### src/rdm_pkg.sv
// Package: word types, opcodes, status codes and register indexes of the deadlock manager.
`default_nettype none
package rdm_pkg;

    // Input opcodes
    localparam logic [2:0] OP_LOAD    = 3'd0;
    localparam logic [2:0] OP_REQUEST = 3'd1;
    localparam logic [2:0] OP_RELEASE = 3'd2;
    localparam logic [2:0] OP_RESCAN  = 3'd3;
    localparam logic [2:0] OP_DETECT  = 3'd4;

    // Result status codes
    localparam logic [2:0] ST_LOADED   = 3'd0;
    localparam logic [2:0] ST_GRANTED  = 3'd1;
    localparam logic [2:0] ST_WAITING  = 3'd2;
    localparam logic [2:0] ST_RELEASED = 3'd3;
    localparam logic [2:0] ST_VICTIM   = 3'd4;
    localparam logic [2:0] ST_NO_DL    = 3'd5;
    localparam logic [2:0] ST_NO_WAIT  = 3'd6;

    // Configuration register indexes
    localparam logic CFG_PROCS = 1'b0;
    localparam logic CFG_RSRCS = 1'b1;

    typedef struct packed {
        logic [2:0] opcode;
        logic [3:0] process_index;
        logic [3:0] resource_index;
        logic [5:0] amount;
    } req_word_t;

    typedef struct packed {
        logic [2:0] status;
        logic [3:0] process_out;
        logic [5:0] available_out;
        logic [8:0] grant_count;
        logic       last;
    } rsp_word_t;

endpackage
`default_nettype wire

### src/rdm_alu.sv
// Shared arithmetic unit: wide add/subtract with compare, and a saturating count add.
`default_nettype none
module rdm_alu #(
    parameter int CB = 6,
    parameter int WB = 11
) (
    input  wire logic          sub,
    input  wire logic [WB-1:0] x,
    input  wire logic [WB-1:0] y,
    input  wire logic [CB-1:0] u,
    input  wire logic [CB-1:0] v,
    output logic      [WB-1:0] res,
    output logic               ge,
    output logic      [CB-1:0] sat
);
    logic [WB:0] diff;
    logic [CB:0] sum;

    // x - y with borrow gives the compare
    assign diff = {1'b0, x} - {1'b0, y};
    assign ge   = ~diff[WB];
    assign res  = sub ? diff[WB-1:0] : x + y;

    // count add clamps at all ones
    assign sum = {1'b0, u} + {1'b0, v};
    assign sat = sum[CB] ? {CB{1'b1}} : sum[CB-1:0];
endmodule
`default_nettype wire

### src/resource_deadlock_manager_unit.sv
// Top level: resource allocation manager with sequential deadlock detection and recovery.
//
//  channel | signals                              | word
//  --------+--------------------------------------+-----------------------------
//  req     | req_valid, req_ready, req_data       | opcode, indexes, amount
//  rsp     | rsp_valid, rsp_ready, rsp_data       | status, process, count, last
//  cfg     | cfg_valid, cfg_ready, cfg_index/data | active process/resource count
//
// Load and unused opcodes pass through the result read and emit states; request and
// release add a read and a write state; rescan reads and evaluates each active entry.
// Detect copies free counts into work, checks processes, compares or hands back entries,
// then repeats per victim. After reset a clearing pass zeroes
// the free-count and matrix memories; req_ready stays low meanwhile. A stalled rsp
// holds the sequencer in its emit state; req_ready is high only when idle.
`default_nettype none
module resource_deadlock_manager_unit #(
    parameter int MAX_PROCESSES = 16,
    parameter int MAX_RESOURCES = 16,
    parameter int COUNT_BITS    = 6
) (
    input  wire logic              clk,
    input  wire logic              rst_n,
    input  wire logic              req_valid,
    output logic                   req_ready,
    input  wire rdm_pkg::req_word_t req_data,
    output logic                   rsp_valid,
    input  wire logic              rsp_ready,
    output rdm_pkg::rsp_word_t     rsp_data,
    input  wire logic              cfg_valid,
    output logic                   cfg_ready,
    input  wire logic              cfg_index,
    input  wire logic [4:0]        cfg_data
);
    import rdm_pkg::*;

    localparam int C   = COUNT_BITS;
    localparam int PW  = $clog2(MAX_PROCESSES);
    localparam int RW  = (MAX_RESOURCES > 1) ? $clog2(MAX_RESOURCES) : 1;
    localparam int MAW = PW + RW;
    localparam int WB  = C + PW + 1;
    localparam int GW  = $clog2(MAX_PROCESSES * MAX_RESOURCES + 1);
    localparam int XPW = (PW + 1 > 5) ? PW + 1 : 5;
    localparam int XRW = (RW + 1 > 5) ? RW + 1 : 5;
    localparam int YPW = (PW > 4) ? PW : 4;
    localparam int YRW = (RW > 4) ? RW : 4;
    localparam int AW  = (C > 6) ? C : 6;
    localparam int GXW = (GW > 9) ? GW : 9;
    localparam logic [PW-1:0] PMAX = PW'(MAX_PROCESSES - 1);
    localparam logic [RW-1:0] RMAX = RW'(MAX_RESOURCES - 1);
    localparam logic [C-1:0]  CMAX = {C{1'b1}};

    typedef enum logic [4:0] {
        S_CLR, S_IDLE,
        S_RQ_RD, S_RQ_WR, S_RL_RD, S_RL_WR, S_RS_RD, S_RS_EV,
        S_DW_RD, S_DW_WR, S_DF_CHK, S_DF_RD, S_DF_EV, S_DA_RD, S_DA_WR,
        S_DD, S_DV, S_DK_RD, S_DK_WR, S_FIN_RD, S_FIN_EM
    } state_t;

    state_t                   state_reg;
    logic [4:0]               procs_reg, rsrcs_reg;
    logic [PW-1:0]            p_reg, i_reg, pout_reg;
    logic [RW-1:0]            r_reg, j_reg;
    logic [C-1:0]             amt_reg;
    logic [GW-1:0]            gc_reg;
    logic [2:0]               st_reg;
    logic                     last_reg, killed_reg;
    logic [MAX_PROCESSES-1:0] wait_reg, done_reg;
    logic [MAW-1:0]           clr_reg;
    logic                     out_valid_reg;
    rsp_word_t                out_reg;

    // memories
    logic [C-1:0]   avail_mem [2**RW];
    logic [2*C-1:0] mat_mem   [2**MAW];
    logic [WB-1:0]  work_mem  [2**RW];
    logic [C-1:0]   a_q, a_wdata;
    logic [2*C-1:0] m_q, m_wdata;
    logic [WB-1:0]  w_q, w_wdata;
    logic [RW-1:0]  a_addr;
    logic [MAW-1:0] m_addr;
    logic           a_re, a_we, m_re, m_we, w_re, w_we;

    // unit hookup
    logic          alu_sub, alu_ge;
    logic [WB-1:0] alu_x, alu_y, alu_res;
    logic [C-1:0]  alu_u, alu_v, alu_sat;

    logic [C-1:0]  alloc, pend;
    logic [PW-1:0] npm, p_sat;
    logic [RW-1:0] nrm, r_sat;
    logic [C-1:0]  amt_sat;
    logic          i_last, j_last, slot_free;
    rsp_word_t     out_word;

    assign alloc     = m_q[2*C-1:C];
    assign pend      = m_q[C-1:0];
    assign i_last    = (i_reg == npm);
    assign j_last    = (j_reg == nrm);
    assign slot_free = ~out_valid_reg | rsp_ready;
    assign req_ready = (state_reg == S_IDLE);
    assign cfg_ready = 1'b1;
    assign rsp_valid = out_valid_reg;
    assign rsp_data  = out_reg;

    // active counts and index saturation
    always_comb
    begin
        logic [XPW-1:0] npx, npx_m1;
        logic [XRW-1:0] nrx, nrx_m1;
        logic [YPW-1:0] pix;
        logic [YRW-1:0] rix;
        logic [AW-1:0]  amx;
        npx    = XPW'(procs_reg);
        npx_m1 = npx - 1'b1;
        nrx    = XRW'(rsrcs_reg);
        nrx_m1 = nrx - 1'b1;
        if (procs_reg == 5'd0)
            npm = '0;
        else if (npx > XPW'(MAX_PROCESSES))
            npm = PMAX;
        else
            npm = npx_m1[PW-1:0];
        if (rsrcs_reg == 5'd0)
            nrm = '0;
        else if (nrx > XRW'(MAX_RESOURCES))
            nrm = RMAX;
        else
            nrm = nrx_m1[RW-1:0];
        pix   = YPW'(req_data.process_index);
        p_sat = (pix > YPW'(npm)) ? npm : pix[PW-1:0];
        rix   = YRW'(req_data.resource_index);
        r_sat = (rix > YRW'(nrm)) ? nrm : rix[RW-1:0];
        amx   = AW'(req_data.amount);
        amt_sat = (amx > AW'(CMAX)) ? CMAX : amx[C-1:0];
    end

    rdm_alu #(.CB(C), .WB(WB)) u_alu (
        .sub (alu_sub),
        .x   (alu_x),
        .y   (alu_y),
        .u   (alu_u),
        .v   (alu_v),
        .res (alu_res),
        .ge  (alu_ge),
        .sat (alu_sat)
    );

    // unit operands and memory controls per state
    always_comb
    begin
        alu_sub = 1'b1;
        alu_x   = '0;
        alu_y   = '0;
        alu_u   = '0;
        alu_v   = '0;
        a_re = 1'b0; a_we = 1'b0; a_wdata = '0;
        m_re = 1'b0; m_we = 1'b0; m_wdata = '0;
        w_re = 1'b0; w_we = 1'b0; w_wdata = '0;
        unique case (state_reg)
            S_CLR, S_IDLE:                  a_addr = (state_reg == S_CLR) ? clr_reg[RW-1:0]
                                                                          : r_sat;
            S_RQ_RD, S_RQ_WR, S_RL_RD, S_RL_WR, S_FIN_RD, S_FIN_EM: a_addr = r_reg;
            default:                        a_addr = j_reg;
        endcase
        unique case (state_reg)
            S_CLR:                              m_addr = clr_reg;
            S_RQ_RD, S_RQ_WR, S_RL_RD, S_RL_WR: m_addr = {p_reg, r_reg};
            default:                            m_addr = {i_reg, j_reg};
        endcase
        unique case (state_reg)
            S_CLR:
            begin
                a_we = 1'b1;
                m_we = 1'b1;
            end
            S_IDLE:
            begin
                a_we    = req_valid && (req_data.opcode == OP_LOAD);
                a_wdata = amt_sat;
            end
            S_RQ_RD, S_RL_RD, S_RS_RD, S_DK_RD:
            begin
                a_re = 1'b1;
                m_re = 1'b1;
            end
            S_RQ_WR:
            begin
                alu_x = {{(WB-C){1'b0}}, a_q};
                alu_y = {{(WB-C){1'b0}}, amt_reg};
                alu_u = alloc;
                alu_v = amt_reg;
                m_we  = 1'b1;
                if (alu_ge)
                begin
                    a_we    = 1'b1;
                    a_wdata = alu_res[C-1:0];
                    m_wdata = {alu_sat, {C{1'b0}}};
                end
                else
                    m_wdata = {alloc, amt_reg};
            end
            S_RL_WR:
            begin
                alu_x   = {{(WB-C){1'b0}}, alloc};
                alu_y   = {{(WB-C){1'b0}}, amt_reg};
                alu_u   = a_q;
                alu_v   = alu_ge ? amt_reg : alloc;
                a_we    = 1'b1;
                a_wdata = alu_sat;
                m_we    = 1'b1;
                m_wdata = {(alu_ge ? alu_res[C-1:0] : {C{1'b0}}), pend};
            end
            S_RS_EV:
            begin
                alu_x = {{(WB-C){1'b0}}, a_q};
                alu_y = {{(WB-C){1'b0}}, pend};
                alu_u = alloc;
                alu_v = pend;
                if ((pend != '0) && alu_ge)
                begin
                    a_we    = 1'b1;
                    a_wdata = alu_res[C-1:0];
                    m_we    = 1'b1;
                    m_wdata = {alu_sat, {C{1'b0}}};
                end
            end
            S_DW_RD, S_FIN_RD:
                a_re = 1'b1;
            S_DW_WR:
            begin
                w_we    = 1'b1;
                w_wdata = {{(WB-C){1'b0}}, a_q};
            end
            S_DF_RD, S_DA_RD:
            begin
                m_re = 1'b1;
                w_re = 1'b1;
            end
            S_DF_EV:
            begin
                alu_x = w_q;
                alu_y = {{(WB-C){1'b0}}, pend};
            end
            S_DA_WR:
            begin
                alu_sub = 1'b0;
                alu_x   = w_q;
                alu_y   = {{(WB-C){1'b0}}, alloc};
                w_we    = 1'b1;
                w_wdata = alu_res;
            end
            S_DK_WR:
            begin
                alu_u   = a_q;
                alu_v   = alloc;
                a_we    = 1'b1;
                a_wdata = alu_sat;
                m_we    = 1'b1;
            end
            default:
            begin
            end
        endcase
    end

    always_ff @(posedge clk)
    begin
        if (a_we)
            avail_mem[a_addr] <= a_wdata;
        if (a_re)
            a_q <= avail_mem[a_addr];
    end

    always_ff @(posedge clk)
    begin
        if (m_we)
            mat_mem[m_addr] <= m_wdata;
        if (m_re)
            m_q <= mat_mem[m_addr];
    end

    always_ff @(posedge clk)
    begin
        if (w_we)
            work_mem[j_reg] <= w_wdata;
        if (w_re)
            w_q <= work_mem[j_reg];
    end

    // result word
    always_comb
    begin
        logic [YPW-1:0] pox;
        logic [AW-1:0]  avx;
        logic [GXW-1:0] gcx;
        pox = YPW'(pout_reg);
        avx = AW'(a_q);
        gcx = GXW'(gc_reg);
        out_word.status        = st_reg;
        out_word.process_out   = pox[3:0];
        out_word.available_out = avx[5:0];
        out_word.grant_count   = gcx[8:0];
        out_word.last          = last_reg;
    end

    // configuration registers
    always_ff @(posedge clk or negedge rst_n)
    begin
        if (!rst_n)
        begin
            procs_reg <= 5'd16;
            rsrcs_reg <= 5'd10;
        end
        else if (cfg_valid)
        begin
            unique case (cfg_index)
                CFG_PROCS: procs_reg <= cfg_data;
                CFG_RSRCS: rsrcs_reg <= cfg_data;
                default:   procs_reg <= procs_reg;
            endcase
        end
    end

    // sequencer
    always_ff @(posedge clk or negedge rst_n)
    begin
        if (!rst_n)
        begin
            state_reg     <= S_CLR;
            p_reg         <= '0;
            r_reg         <= '0;
            i_reg         <= '0;
            j_reg         <= '0;
            pout_reg      <= '0;
            amt_reg       <= '0;
            gc_reg        <= '0;
            st_reg        <= ST_NO_DL;
            last_reg      <= 1'b1;
            killed_reg    <= 1'b0;
            wait_reg      <= '0;
            done_reg      <= '0;
            clr_reg       <= '0;
            out_valid_reg <= 1'b0;
            out_reg       <= '0;
        end
        else
        begin
            // result register: set on emit, dropped once taken
            if ((state_reg == S_FIN_EM) && slot_free)
                out_valid_reg <= 1'b1;
            else if (rsp_ready)
                out_valid_reg <= 1'b0;
            unique case (state_reg)
                S_CLR:
                begin
                    clr_reg <= clr_reg + 1'b1;
                    if (&clr_reg)
                        state_reg <= S_IDLE;
                end
                S_IDLE:
                begin
                    if (req_valid)
                    begin
                        p_reg      <= p_sat;
                        r_reg      <= r_sat;
                        amt_reg    <= amt_sat;
                        gc_reg     <= '0;
                        pout_reg   <= '0;
                        last_reg   <= 1'b1;
                        killed_reg <= 1'b0;
                        i_reg      <= '0;
                        j_reg      <= '0;
                        unique case (req_data.opcode)
                            OP_LOAD:
                            begin
                                st_reg    <= ST_LOADED;
                                state_reg <= S_FIN_RD;
                            end
                            OP_REQUEST: state_reg <= S_RQ_RD;
                            OP_RELEASE: state_reg <= S_RL_RD;
                            OP_RESCAN:  state_reg <= S_RS_RD;
                            OP_DETECT:  state_reg <= S_DW_RD;
                            default:
                            begin
                                st_reg    <= ST_NO_DL;
                                state_reg <= S_FIN_RD;
                            end
                        endcase
                    end
                end
                S_RQ_RD: state_reg <= S_RQ_WR;
                S_RQ_WR:
                begin
                    pout_reg <= p_reg;
                    if (alu_ge)
                        st_reg <= ST_GRANTED;
                    else
                    begin
                        st_reg          <= ST_WAITING;
                        wait_reg[p_reg] <= 1'b1;
                    end
                    state_reg <= S_FIN_RD;
                end
                S_RL_RD: state_reg <= S_RL_WR;
                S_RL_WR:
                begin
                    pout_reg  <= p_reg;
                    st_reg    <= ST_RELEASED;
                    wait_reg  <= '0;
                    state_reg <= S_FIN_RD;
                end
                // rescan: read and evaluate each matrix entry in turn
                S_RS_RD: state_reg <= S_RS_EV;
                S_RS_EV:
                begin
                    if (pend != '0)
                    begin
                        if (alu_ge)
                            gc_reg <= gc_reg + 1'b1;
                        else
                            wait_reg[i_reg] <= 1'b1;
                    end
                    state_reg <= S_RS_RD;
                    if (j_last)
                    begin
                        j_reg <= '0;
                        if (i_last)
                        begin
                            st_reg    <= ST_GRANTED;
                            state_reg <= S_FIN_RD;
                        end
                        else
                            i_reg <= i_reg + 1'b1;
                    end
                    else
                        j_reg <= j_reg + 1'b1;
                end
                // detect: copy free counts into work
                S_DW_RD: state_reg <= S_DW_WR;
                S_DW_WR:
                begin
                    if (j_last)
                    begin
                        j_reg     <= '0;
                        i_reg     <= '0;
                        done_reg  <= '0;
                        state_reg <= S_DF_CHK;
                    end
                    else
                    begin
                        j_reg     <= j_reg + 1'b1;
                        state_reg <= S_DW_RD;
                    end
                end
                // find an unfinished process whose requests fit in work
                S_DF_CHK:
                begin
                    if (done_reg[i_reg])
                    begin
                        if (i_last)
                        begin
                            i_reg     <= '0;
                            state_reg <= S_DD;
                        end
                        else
                            i_reg <= i_reg + 1'b1;
                    end
                    else
                    begin
                        j_reg     <= '0;
                        state_reg <= S_DF_RD;
                    end
                end
                S_DF_RD: state_reg <= S_DF_EV;
                S_DF_EV:
                begin
                    if (!alu_ge)
                    begin
                        if (i_last)
                        begin
                            i_reg     <= '0;
                            state_reg <= S_DD;
                        end
                        else
                        begin
                            i_reg     <= i_reg + 1'b1;
                            state_reg <= S_DF_CHK;
                        end
                    end
                    else if (j_last)
                    begin
                        j_reg     <= '0;
                        state_reg <= S_DA_RD;
                    end
                    else
                    begin
                        j_reg     <= j_reg + 1'b1;
                        state_reg <= S_DF_RD;
                    end
                end
                // fitting process hands its holdings back to work
                S_DA_RD: state_reg <= S_DA_WR;
                S_DA_WR:
                begin
                    if (j_last)
                    begin
                        done_reg[i_reg] <= 1'b1;
                        i_reg           <= '0;
                        j_reg           <= '0;
                        state_reg       <= S_DF_CHK;
                    end
                    else
                    begin
                        j_reg     <= j_reg + 1'b1;
                        state_reg <= S_DA_RD;
                    end
                end
                // any unfinished process means deadlock
                S_DD:
                begin
                    if (!done_reg[i_reg])
                    begin
                        i_reg     <= '0;
                        state_reg <= S_DV;
                    end
                    else if (i_last)
                    begin
                        st_reg    <= ST_NO_DL;
                        pout_reg  <= '0;
                        last_reg  <= 1'b1;
                        if (killed_reg)
                            wait_reg <= '0;
                        state_reg <= S_FIN_RD;
                    end
                    else
                        i_reg <= i_reg + 1'b1;
                end
                // lowest waiting process becomes the victim
                S_DV:
                begin
                    if (wait_reg[i_reg])
                    begin
                        j_reg     <= '0;
                        state_reg <= S_DK_RD;
                    end
                    else if (i_last)
                    begin
                        st_reg    <= ST_NO_WAIT;
                        pout_reg  <= '0;
                        last_reg  <= 1'b1;
                        if (killed_reg)
                            wait_reg <= '0;
                        state_reg <= S_FIN_RD;
                    end
                    else
                        i_reg <= i_reg + 1'b1;
                end
                S_DK_RD: state_reg <= S_DK_WR;
                S_DK_WR:
                begin
                    if (j_last)
                    begin
                        wait_reg[i_reg] <= 1'b0;
                        killed_reg      <= 1'b1;
                        st_reg          <= ST_VICTIM;
                        pout_reg        <= i_reg;
                        last_reg        <= 1'b0;
                        state_reg       <= S_FIN_RD;
                    end
                    else
                    begin
                        j_reg     <= j_reg + 1'b1;
                        state_reg <= S_DK_RD;
                    end
                end
                S_FIN_RD: state_reg <= S_FIN_EM;
                S_FIN_EM:
                begin
                    if (slot_free)
                    begin
                        out_reg       <= out_word;
                        j_reg         <= '0;
                        state_reg     <= last_reg ? S_IDLE : S_DW_RD;
                    end
                end
                default: state_reg <= S_IDLE;
            endcase
        end
    end

`ifndef SYNTHESIS
    // block is busy right after taking a word
    a_busy: assert property (@(posedge clk) disable iff (!rst_n)
        req_valid && req_ready |=> !req_ready)
        else $error("accepted a word on back-to-back cycles");

    // only victim results leave more to come
    a_last: assert property (@(posedge clk) disable iff (!rst_n)
        rsp_valid && !rsp_data.last |-> rsp_data.status == ST_VICTIM)
        else $error("non-final result with wrong status");

    // release clears every waiting flag
    a_rel: assert property (@(posedge clk) disable iff (!rst_n)
        state_reg == S_RL_WR |=> wait_reg == '0)
        else $error("waiting flags survive a release");
`endif

endmodule
`default_nettype wire
### config.mk
export PLATFORM = sky130hd
export DESIGN_NAME = resource_deadlock_manager_unit
export DESIGN_NICKNAME = d
export VERILOG_FILES = /design/src/rdm_pkg.sv /design/src/rdm_alu.sv /design/src/resource_deadlock_manager_unit.sv
export SDC_FILE = /design/constraint.sdc
export NUM_CORES = 2
export LEC_CHECK = 0
export BUFFER_PORTS_ARGS = -buffer_cell sky130_fd_sc_hd__buf_2
export CORE_MARGIN = 3
export CORE_UTILIZATION = 46
export DETAILED_ROUTE_END_ITERATION = 16
export PLACE_DENSITY_LB_ADDON = 0.2
export SYNTH_ARGS = -nofsm -noshare
export SYNTH_HDL_FRONTEND = slang
export SYNTH_SLANG_ARGS = --single-unit
### constraint.sdc
create_clock -name clk -period 15.05 [get_ports clk]
set_clock_uncertainty 0.1 [all_clocks]
set_input_delay 1.505 -clock clk [delete_from_list [all_inputs] [get_ports clk]]
set_output_delay 1.505 -clock clk [all_outputs]
set_load 0.05 [all_outputs]
======== Yosys cells after proc, flatten, opt, wreduce, memory -nomap -nowiden ========
Memory sizes are Yosys's and may differ from the RTL's. A register that Yosys moved wholly into a read port is not among the register bits.
Cells that the tools add are included.
word-level totals
  output and inout port bits .............. 26
  register bits after elaboration ......... 119
  memories ................................ 3
  memory bits (writable) .................. 3344
  word-level logic and storage cells ...... 279
  bits of input ports ..................... 28
memory list
  name       words  width  read ports  clocked after Yosys merged registers in  wr ports  line                                  source
  mat_mem    256    12     1           1                                        1         resource_deadlock_manager_unit.sv:74  logic [2*C-1:0] mat_mem [2**MAW];
  work_mem   16     11     1           1                                        1         resource_deadlock_manager_unit.sv:75  logic [WB-1:0] work_mem [2**RW];
  avail_mem  16     6      1           1                                        1         resource_deadlock_manager_unit.sv:73  logic [C-1:0] avail_mem [2**RW];
cells by class
  multiplexer cells ....................... 125
  magnitude comparators ................... 9
  reductions and logical operators ........ 51
  bitwise operators ....................... 9
  add/sub/neg operators ................... 9
  equality and inequality tests ........... 51
operators with widths
  kind                  number
  $mux W16              10
  $mux W4               27
  $pmux W5 S20          1
  $pmux W16 S6          1
  $pmux W4 S7           2
  $mux W5               11
  $or A16 B16 Y16       3
  $pmux W6 S4           2
  $eq A5 B4 Y1 const B  8
  $ne A2 B2 Y1 const B  19
  $pmux W12 S3          1
  $mux W3               11
  $pmux W11 S3          1
  $pmux W16 S2          1
  $mux W6               5
  $mux W9               3
  $eq A5 B5 Y1 const B  5
  $mux W1               25
  $mux W12              2
  $pmux W11 S2          1
  $pmux W3 S7           1
  $reduce_and A7 Y1     3
  $reduce_bool A7 Y1    3
  $eq A5 B3 Y1 const B  4
  other kinds (55)      104

======== Logic depth before layout (Yosys ltp) ========
  depth after elaboration ................. 10
  mapped depth ............................ 31

======== Modules after synthesis ========
A second synthesis with hierarchy kept.
second synthesis, totals
  cells, all modules ...................... 9185
  area total of the unflattened synthesis .. 141046.5 sq um
modules (own cells, without submodules)
  module                          area an instance (sq um)  cells an instance  times used
  resource_deadlock_manager_unit  139870.4                  9032               1
  rdm_alu                         1176.1                    153                1

======== Worst setup path before layout ========
No wires, ideal clock.
  kind .................................... register -> register
  start ................................... register state_reg[4]
  end ..................................... memory mat_mem[0][9] (netlist bit), data pin
  slack ................................... -0.368 ns
  buffers on the path ..................... 4
  cell stages (with the launch flop) ...... 18
  library setup time ...................... 2.187 ns
  arrival time ............................ 13.131 ns
  data required time ...................... 12.763 ns
  cell sequence ........................... dfrtp_1 > buf_2 > buf_1 > clkbuf_1 > nor3_1 > clkbuf_1 > nand2_1 > nand2_1 > inv_1 > ha_1 > nor2b_1 > o21ai_0 > a21boi_0 > o21ai_0 > a21bo_2 > nand2_1 > nand2_1 > o21ai_0
on the way
  word-level cells in the longest chain between the ends .. 10
  elaborated cells on any way between the ends .. 27
  those cells by class .................... 3 x add/sub; 6 x eq/ne; 11 x mux; 1 x bitwise; 6 x reduce/logical
RTL lines
  element                                      line                                                                          source
  from (decl)                                  resource_deadlock_manager_unit.sv:59                                          state_t state_reg;
  from (signal assigned)                       resource_deadlock_manager_unit.sv:329                                         state_reg <= S_CLR;
  from (signal assigned)                       resource_deadlock_manager_unit.sv:358                                         state_reg <= S_IDLE;
  from (signal assigned)                       resource_deadlock_manager_unit.sv:377                                         state_reg <= S_FIN_RD;
  $eq A5 B4 Y1, or another cell as far along   resource_deadlock_manager_unit.sv:170                                         unique case (state_reg)
  $reduce_or A2 Y1 (no source line)            -
  $pmux W11 S3 or $pmux W6 S3 (tied branches)  resource_deadlock_manager_unit.sv:170
  $sub A11 B6 Y12                              rdm_alu.sv:20                                                                 assign diff = {1'b0, x} - {1'b0, y};
  $mux W6                                      resource_deadlock_manager_unit.sv:207                                         alu_v = alu_ge ? amt_reg : alloc;
  $pmux W6 S4                                  resource_deadlock_manager_unit.sv:170
  $add A6 B6 Y7                                rdm_alu.sv:25                                                                 assign sum = {1'b0, u} + {1'b0, v};
  $mux W6                                      rdm_alu.sv:26                                                                 assign sat = sum[CB] ? {CB{1'b1}} : sum[CB-1:0];
  $mux W12 (on tied branches)                  resource_deadlock_manager_unit.sv:219, resource_deadlock_manager_unit.sv:193
  $pmux W12 S3 *                               resource_deadlock_manager_unit.sv:170
  net m_wdata[9]                               resource_deadlock_manager_unit.sv:77                                          logic [2*C-1:0] m_q, m_wdata;
  to (decl)                                    resource_deadlock_manager_unit.sv:74
The timed path passes the listed nets; every way through them passes the cells marked *.

======== Final worst setup path ========
  start ................................... register state_reg[3]
  end ..................................... memory mat_mem[142][11] (netlist bit), data pin
Same word-level chain as after synthesis.

==> results by group <==
Routing
  – Final wirelength: ~370 mm
  – Wire length per cell: 29.5 um
  – Remaining DRCs: 0
  – Via density: 6.10
  – Detail Route Antenna Nets: 0
  – DR vias: 76500
  – Drt initial violations: between 9000 and 10000
  – First drt pass iteration count: 9

Critical path
  – Reg2Reg Depth: 27
  – CP Launch Type: flop
  – Data required, critical path: 15.50 ns
  – Crit path kind: flop to flop
  – CP Capture Type: flop
  – Arrival @ worst endpoint: around 11 ns
  – Critical path fanouts, max: a little under 90

Placed design
  – Cells after DPL: about 12000
  – DP Area: approximately 140000 um^2
  – Global placement routability congestion: around 0.90
  – Placement Setup Slack: between 4 and 5 ns
  – PortBufs: between 50 and 60
  – DP HPWL: between 200 and 250 mm

Global route
  – Overflow left after global routing: 0
  – First-pass GRT wire length: around 540 mm
  – Overall routing resource usage: a little under a quarter
  – Largest net degree at the start of global routing: approximately 190
  – Initial antenna violation count: 11
  – Vias in the first global route: roughly 75000

Clock network
  – Cts bufs inserted: 360
  – CTS resizes: 0
  – Cts hold-fix bufs: 0
  – Clock sink total: 3492
  – H-tree levels: 5
  – Clk root buf: clkbuf_16
  – Clk slew on worst S/H paths: roughly 0.060 ns
  – Post CTS Setup Buffer Count: 0
  – CTS max path bufs: 4
  – Worst-Skew Late Latency: 0.92 ns
  – CTS tree: done

Logic synthesis
  – Most area-hungry cell type in the Yosys netlist: edfxtp_1
  – Top post-synthesis cells by area: edfxtp_1 (73%), mux4_2 (8.4%), nand2_1 (2.9%)
  – Seq/Total Area, Yosys: 75.2%
  – Synth Flop Type: edfxtp_1
  – Cells after Synth: approximately 8000
  – Synth Net Count: around 8200
  – Cell variety after synth: between 80 and 90
  – Yosys warns: 0
  – Yosys top cell area share: between 70% and 80%
  – Ys async rst share: under 10%
  – Mean Syn Cell Area: 17.1 um^2
  – Mapped Area: 139000 um^2
  – Flops & latches, synth: roughly 3500
  – Post-synth EDFFs: approximately 3400

Min path
  – WHS Path Cells: 2
  – Worst Hold Class: flop to flop

STA
  – RSZ-0062 raised after global routing: no
  – Slew @ Worst Pin: 1.37 ns
  – Worst setup margin: 4.55 ns
  – Final slew viol count: 0
  – Final-report setup violation count: 0
  – Setup total negative slack: 0 ns
  – Tcrit/Tclk final: between 60 and 70%
  – Slew HR: approximately 8.2%
  – Final hold vios: 0
  – Period minus WS final: around 10 ns
  – Max Fclk: 95.3 MHz

Die
  – Core Box Area: 298000 um^2
  – Initial Utilization: between 40% and 50%
  – Chip width: ~550 um
  – Die height: 555 um
  – Rows: 200
  – Ports: 54
  – Die footprint: slightly above 300000 um^2

Layout
  – Fin nets: ~8400
  – Biggest register: mat_mem
  – Finished Layout Cells: between 10000 and 15000
  – Synth-to-layout area growth: 12.3%
  – Layout cell share with drive strength beyond 1: 17.8%
  – Largest regs: mat_mem x3072, work_mem x176, avail_mem x96
  – Max FFs per register: a little over 3000
  – Fillers: approximately 24000
  – Fin area: about 160000 um^2

Job
  – MaxCap Viol Count: 0

Power and ir drop
  – PD cells: between 150 and 200 nW/um^2
  – Worst vdd ir: slightly above 0.2 mV
  – P_leak: just over 50 nW

Run status
  – Status: completed
-- logic make-up (layout without fill, tap and decap cells) --
family          count (synthesis)  count (layout)  synth area share [%]
xor+xnor                       42              42                 0.271
mux                           726             726                  9.97
flops                        3492            3492                  75.2
buf+inv                       548            1062                  1.75
compound gates               1150            1150                  5.82
fa+ha+maj                      43              43                 0.403
simple gates                 2085            2085                  6.55
other cells                     1              12               0.00271
-- metrics by stage --
| step | total power [W] | util (%) | hold WS [ns] |
|---|---|---|---|
| after floorplan | 0.0189 | - | 0.345 |
| after global placement | 0.0226 | 48.5 | 0.362 |
| after detailed placement | 0.0227 | 48.5 | 0.370 |
| after CTS | 0.0311 | 52.2 | 0.384 |
| after global routing | 0.0322 | 52.2 | 0.404 |
| final | 0.0310 | 52.2 | 0.381 |
-- power breakdown --
group	total, W	switching, W	internal [W]
combinational	0.0109	0.00735	0.00355
sequential	0.0116	0.000172	0.0114
clock	0.00847	0.00371	0.00476
-- final cells by class --
type / count / area, um^2 / area share [%]
diodes: 11 / 27.5 / 0.0177
clock buffers: 458 / 9440 / 6.06
clock inverters: 188 / 1630 / 1.05
inverters: 52 / 195 / 0.125
multi-input cells: 4047 / 32400 / 20.8
flip-flops and latches: 3492 / 104000 / 67.0
well taps: 3939 / 4930 / 3.17
repair buffers: 364 / 2750 / 1.77
-- critical path: stages (launching register included) --
cell and delay, ns:
dfrtp_1 0.33, buf_4 0.33, nand2b_1 0.26, or3_1 0.86, nand2_1 0.36, a222oi_1 0.60, ha_1 0.36, nor2b_1 0.15
o21ai_0 0.20, a21boi_0 0.13, o21ai_0 0.31, a21bo_2 0.22, nand2_1 0.36, nand2_1 0.66, nand2_1 0.28, a222oi_1 0.37
inv_1 0.14, ha_1 0.31, a21o_1 0.15, a21oi_1 0.23, o21bai_1 0.10, a21oi_1 0.20, xnor2_1 0.14, nor2_1 0.07
nor2_1 0.13, a211o_4 0.77, buf_4 0.88, buf_4 0.81
-- per-layer routing --
metal | track usage, % | share of wire (%)
met5 | 0 | 0.0027
met2 | 37.7 | 48
met4 | 6.91 | 3.0
met3 | 3.95 | 7.7
met1 | 34.0 | 41
-- final timing paths --
check | from | to | slack, ns
max | state_reg[3] | mat_mem[142][11] | 4.55
min | done_reg[14] | done_reg[14] | 0.38
max reg2reg | state_reg[3] | mat_mem[142][11] | 4.55
min reg2reg | done_reg[14] | done_reg[14] | 0.38
max in group asynchronous | rst_n | j_reg[0] | 12.88
min in group asynchronous | rst_n | p_reg[0] | 0.53
-- cell usage in the layout (no fill, tap or decap), types with 22 or more instances in the layout --
cell type,n
nand4_1,53
a22o_1,60
nand2_1,1051
clkinv_1,82
nor2b_1,22
a221oi_1,50
and2_1,53
ha_1,39
and3_1,50
a22oi_1,235
nor2_2,27
clkbuf_1,94
a21oi_1,184
o221ai_1,33
nand3b_1,46
a31oi_1,108
buf_4,300
clkbuf_16,362
dfrtp_1,111
clkinv_2,55
mux4_2,519
mux2i_1,164
o21ai_0,178
mux2_2,43
a32oi_1,27
buf_2,52
nor2_1,346
inv_1,51
nand3_1,334
xnor2_1,23
a211oi_1,108
edfxtp_1,3373
a32o_1,42
-- synth_stat cells, types with 43 or more instances --
cell type  instances
edfxtp_1        3373
nand2_1         1063
mux4_2           519
nor2_1           384
nand3_1          335
clkbuf_1         274
a22oi_1          235
a21oi_1          185
o21ai_0          184
mux2i_1          164
buf_2            144
dfrtp_1          113
a211oi_1         108
a31oi_1          108
a22o_1            66
and2_1            53
nand4_1           53
and3_1            51
inv_1             51
a221oi_1          50
nand3b_1          46
mux2_2            43
Note: power is estimated with default switching activity, not from simulation.
